`config.mk`:
```
export PLATFORM = sky130hd
export DESIGN_NAME = psin_red_cell
export DESIGN_NICKNAME = d
export VERILOG_FILES = /design/src/sv/psin_pkg.sv /design/src/sv/psin_red_cell.sv
export SDC_FILE = /design/constraint.sdc
export NUM_CORES = 1
export LEC_CHECK = 0
export BUFFER_PORTS_ARGS = -buffer_cell sky130_fd_sc_hd__buf_2
export CAP_MARGIN = 0
export CORE_ASPECT_RATIO = 0.8
export CORE_MARGIN = 2
export CORE_UTILIZATION = 45
export DETAILED_ROUTE_END_ITERATION = 7
export MAX_ROUTING_LAYER = met4
export PLACE_DENSITY = 0.74
export SLEW_MARGIN = 10
export SYNTH_ARGS = -nofsm -noshare
export SYNTH_HDL_FRONTEND = slang
export SYNTH_SLANG_ARGS = --single-unit
```
`constraint.sdc`:
```
create_clock -name i_clk -period 2.9 [get_ports i_clk]
set_input_delay 0 -clock i_clk [delete_from_list [all_inputs] [get_ports i_clk]]
set_output_delay 0 -clock i_clk [all_outputs]
set_load 0.03 [all_outputs]
```
`src/sv/psin_pkg.sv`:
```
// Shared types, fixed-point constants and the coefficient table of the polynomial sine.
package psin_pkg;

    localparam int ANGLE_W   = 32;
    localparam int SINE_W    = 32;
    localparam int WORD_W    = 64;
    localparam int HALF_W    = WORD_W / 2;
    localparam int PROD_W    = 2 * WORD_W;
    localparam int FRAC      = 58;
    localparam int OUT_SHIFT = FRAC - 30;

    // Five restoring steps reduce any |angle| below 2^7 rad modulo 2*pi.
    localparam int RED_STEPS = 5;

    localparam int DEF_TERMS = 6;
    localparam int MAX_TERMS = 8;
    localparam int COEF_IDX_W = $clog2(MAX_TERMS);

    typedef logic signed [WORD_W-1:0] t_q58;
    typedef logic        [WORD_W-1:0] t_word;

    typedef struct packed {
        logic valid;
        logic neg;
    } t_tag;

    localparam t_word TWO_PI_Q56 = 64'h06487ED5110B4612;
    localparam t_word PI_Q56     = 64'h03243F6A8885A309;
    localparam t_q58  PI_Q58     = 64'sh0C90FDAA22168C23;
    localparam t_q58  D_Q58      = PI_Q58 - 64'sd25197900088;

    localparam logic        [SINE_W-2:0] ONE_Q30  = 31'h4000_0000;
    localparam logic signed [SINE_W-1:0] SINE_MAX = {1'b0, ONE_Q30};
    localparam logic signed [SINE_W-1:0] SINE_MIN = -SINE_MAX;

    // Horner coefficients in Q5.58, highest power first.
    function automatic t_q58 psin_coef(input logic [COEF_IDX_W-1:0] idx);
        t_q58 c;
        case (idx)
            3'd2:    c = 64'sd38309693;
            3'd3:    c = -64'sd6720895302;
            3'd4:    c = 64'sd727001274970;
            3'd5:    c = -64'sd50009428106339;
            3'd6:    c = 64'sd1908338595025865;
            3'd7:    c = -64'sd29203842788201886;
            default: c = '0;
        endcase
        return c;
    endfunction

endpackage

```
`src/sv/psin_red_cell.sv`:
```
// One restoring step of the angle reduction: subtract the divisor if it fits.
module psin_red_cell (
    input  logic            i_clk,
    input  logic            i_rst_n,
    input  psin_pkg::t_tag  i_tag,
    input  psin_pkg::t_word i_rem,
    input  psin_pkg::t_word i_div,
    output psin_pkg::t_tag  o_tag,
    output psin_pkg::t_word o_rem
);
    import psin_pkg::*;

    t_word n_rem;
    t_word r_rem;
    t_tag  r_tag;

    assign n_rem = (i_rem >= i_div) ? i_rem - i_div : i_rem;

    always_ff @(posedge i_clk) begin
        r_rem <= n_rem;
        if (!i_rst_n) begin
            r_tag <= '0;
        end else begin
            r_tag <= i_tag;
        end
    end

    assign o_rem = r_rem;
    assign o_tag = r_tag;

`ifndef SYNTH
    a_rem_below_div: assert property (@(posedge i_clk) disable iff (!i_rst_n)
        r_tag.valid |-> (r_rem < i_div))
        else $error("reduction step left a remainder not below its divisor");
`endif

endmodule

```
==> run metrics <==
status=finished, final reports clean; starting density of the core=45.72%; post-synthesis sequential area ratio=21.48%; Die ar.=0.01463 mm2; Yosys top cell by area=dfxtp_1; most used flip-flop cell after synthesis=dfxtp_1; number of synthesized register bits=66; FF+latch area=0.001321 mm2; H-tree levels=3; Routed WL=20.29 mm; hold slack final=26.10 ps; Syn Nets=1063; number of global-route vias before repair=6571; share of layout cells above drive strength 1=28.27%; area occupied by multi-input gates=0.004454 mm2; clk slew on worst S/H paths=60 ps; final hold vios=0; height of the die=108.6 um; Port Buf Inserts=197; Placement Cell Area=0.007722 mm2; Worst Hold Class=in -> reg; Post-synth ARST share=0%; GPL Wtd Cong=0.9401; Synth top area share=21.48%; WL/cell=14.86 um; # diodes=0; setup slack after layout=78.29 ps; clock buffer depth=2; Worst path max stage delay=540 ps; critical path, cell by cell=dlygate4sd3_1, buf_2, ha_1, a21o_1, a21o_1, a21oi_2, o31ai_2, a21oi_2, or4b_1, a221o_1, nand2_4, buf_4, buf_12, nand2_1, o21ai_2; first-pass detailed-route iteration total=7; Final Power=4.350 mW; final worst path period share=97.30%; all-layer global routing usage=26.78%; fin area=0.009041 mm2; Post-Place Setup Slack=-63.58 ps; Pwr per Cell Area=481.2 mW/mm2; largest net degree at the start of global routing=37; Tightest Pin Transition=646.9 ps; FILL cells=1126; CTS Sinks=66; Crit. End Element=flip-flop; dpl cells=1272; CTS tree=yes; Setup violations, final=0; crit start category=input port; Layout Area Growth over Synthesis=46.96%; Final Max Slew Viols=0; final antenna-violating net count=0; dpl hpwl=15.07 mm; CP Max Fanout=7; max cap viols=0; initial antenna violation count=0; Initial DRC Count=552; Critical Path RT=3160 ps; LEAKAGE=4.560 nW; critical path class=in -> reg; maximum clock rate=354.4 MHz; Die W=134.7 um; EDFF count, synth=0; RSZ-0062 raised after global routing=true; CTS Buf Count=9; core area=0.01346 mm2; first-pass GRT wire length=30.88 mm; global route overflow=0; io pins=198; Netlist cell types=54; CP arrival=3090 ps; DRC Markers=0; Final #Nets=1377; synth top area cells=dfxtp_1 21%, ha_1 13%, o21ai_0 7.6%; CTS root buf=clkbuf_16; synthesized area per cell=7.104 um2; TNS Setup=0 ps; Slew HR=56.54%; Min Clock Period, post-route=2822 ps; non-filler instance count after layout=1365; Final Util=67.19%; Syn Std Cell Area=0.006152 mm2; total number of vias=7297; via/cell ratio=5.346; Post-Synthesis Cells=866; worst vdd rail ir drop=0.0003329 V; Rows=38; Critical-path top delay cell=dlygate4sd3_1; Synth warnings=0
-- synth_stat cells (7+ instances only) --
cell type,instances
buf_2,11
ha_1,64
nor4_1,7
nor2_1,46
inv_1,83
dfxtp_1,66
a21oi_1,86
a21o_1,30
o21a_1,13
nand4_1,27
o21ai_0,94
nor3_1,15
clkbuf_1,25
o21bai_1,15
xnor2_1,32
buf_4,11
xor2_1,25
nand3_1,10
nand2_1,119
-- cells in the final DEF, fill, tap and decap left out, drive strengths merged, types with 3 or more instances in the layout --
cell,n
buf,278
nand2,121
o21ai,99
a21oi,88
inv,83
dlygate4sd3,67
dfxtp,66
ha,64
nor2,46
xnor2,32
a21o,30
nand4,27
xor2,25
clkbuf,18
nor3,15
o21bai,15
o21a,13
nand3,10
nor4,7
nand2b,5
o211ai,5
o31ai,5
or4,5
or3,5
a31o,4
a31oi,4
and2,4
o41ai,4
o211a,3
a221oi,3
nor2b,3
and3,3
a211oi,3
a211o,3
a21boi,3
a2111oi,3
a41oi,3
-- flip-flops by register name, indices dropped and copies added (netlist names) --
name,cells
o_rem,64
o_tag,2
-- per-layer routing --
metal,global-route usage [%],routed length (um),vias up
met5,-,0,-
met4,5.639,261,0
met3,3.985,1270,25
met2,41.15,8928,266
met1,37.34,9826,3328
li1,-,-,3678
-- worst paths after layout --
kind	startpoint	to	cells after the start	slack, ps
max	i_rem[48]	o_rem[2]	15	80
min	i_div[0]	o_rem[0]	3	30
-- power by group --
part / internal, mW / leakage, nW / switching [mW]
Sequential: 1.07 / 0.556 / 0.0435
Combinational: 0.874 / 3.86 / 1.23
Clock: 0.713 / 0.147 / 0.411
Total: 2.66 / 4.56 / 1.69
-- logic make-up (layout without fill, tap and decap cells) --
group,count (synthesis),after routing,synth area share [%]
AOI/OAI and AO/OA,294,294,29.41
and+or+nand+nor,254,255,18.83
buffers and inverters,130,448,8.827
DFF,66,66,21.48
adders and majority gates,65,65,13.34
xor gates and xnor gates,57,57,8.115
-- cell type report --
class / count / area share, %
inverter: 83 / 3.446
multi-input combinational: 671 / 49.27
timing repair buffer: 349 / 26.88
clock inverter: 2 / 0.3875
clock buffer: 14 / 2.920
sequential: 66 / 14.61
tap: 180 / 2.491
-- worst max-delay path, delay by kind of cell --
kind	cells	cell delay, ps
AO/OA/AOI/OAI	7	1240
buffers and inverters	4	960
adder cells (fa/ha/maj)	1	220
AND/OR/NAND/NOR	3	650
-- what timing repair did --
item                                    CTS  global route
endpoints found under the setup margin    0            64
buffers inserted                          0             6
endpoints found under the hold margin    65             0
gates resized for setup                   0            44
hold buffers                             67             0
No activity file was read; power rests on OpenSTA's default activity.
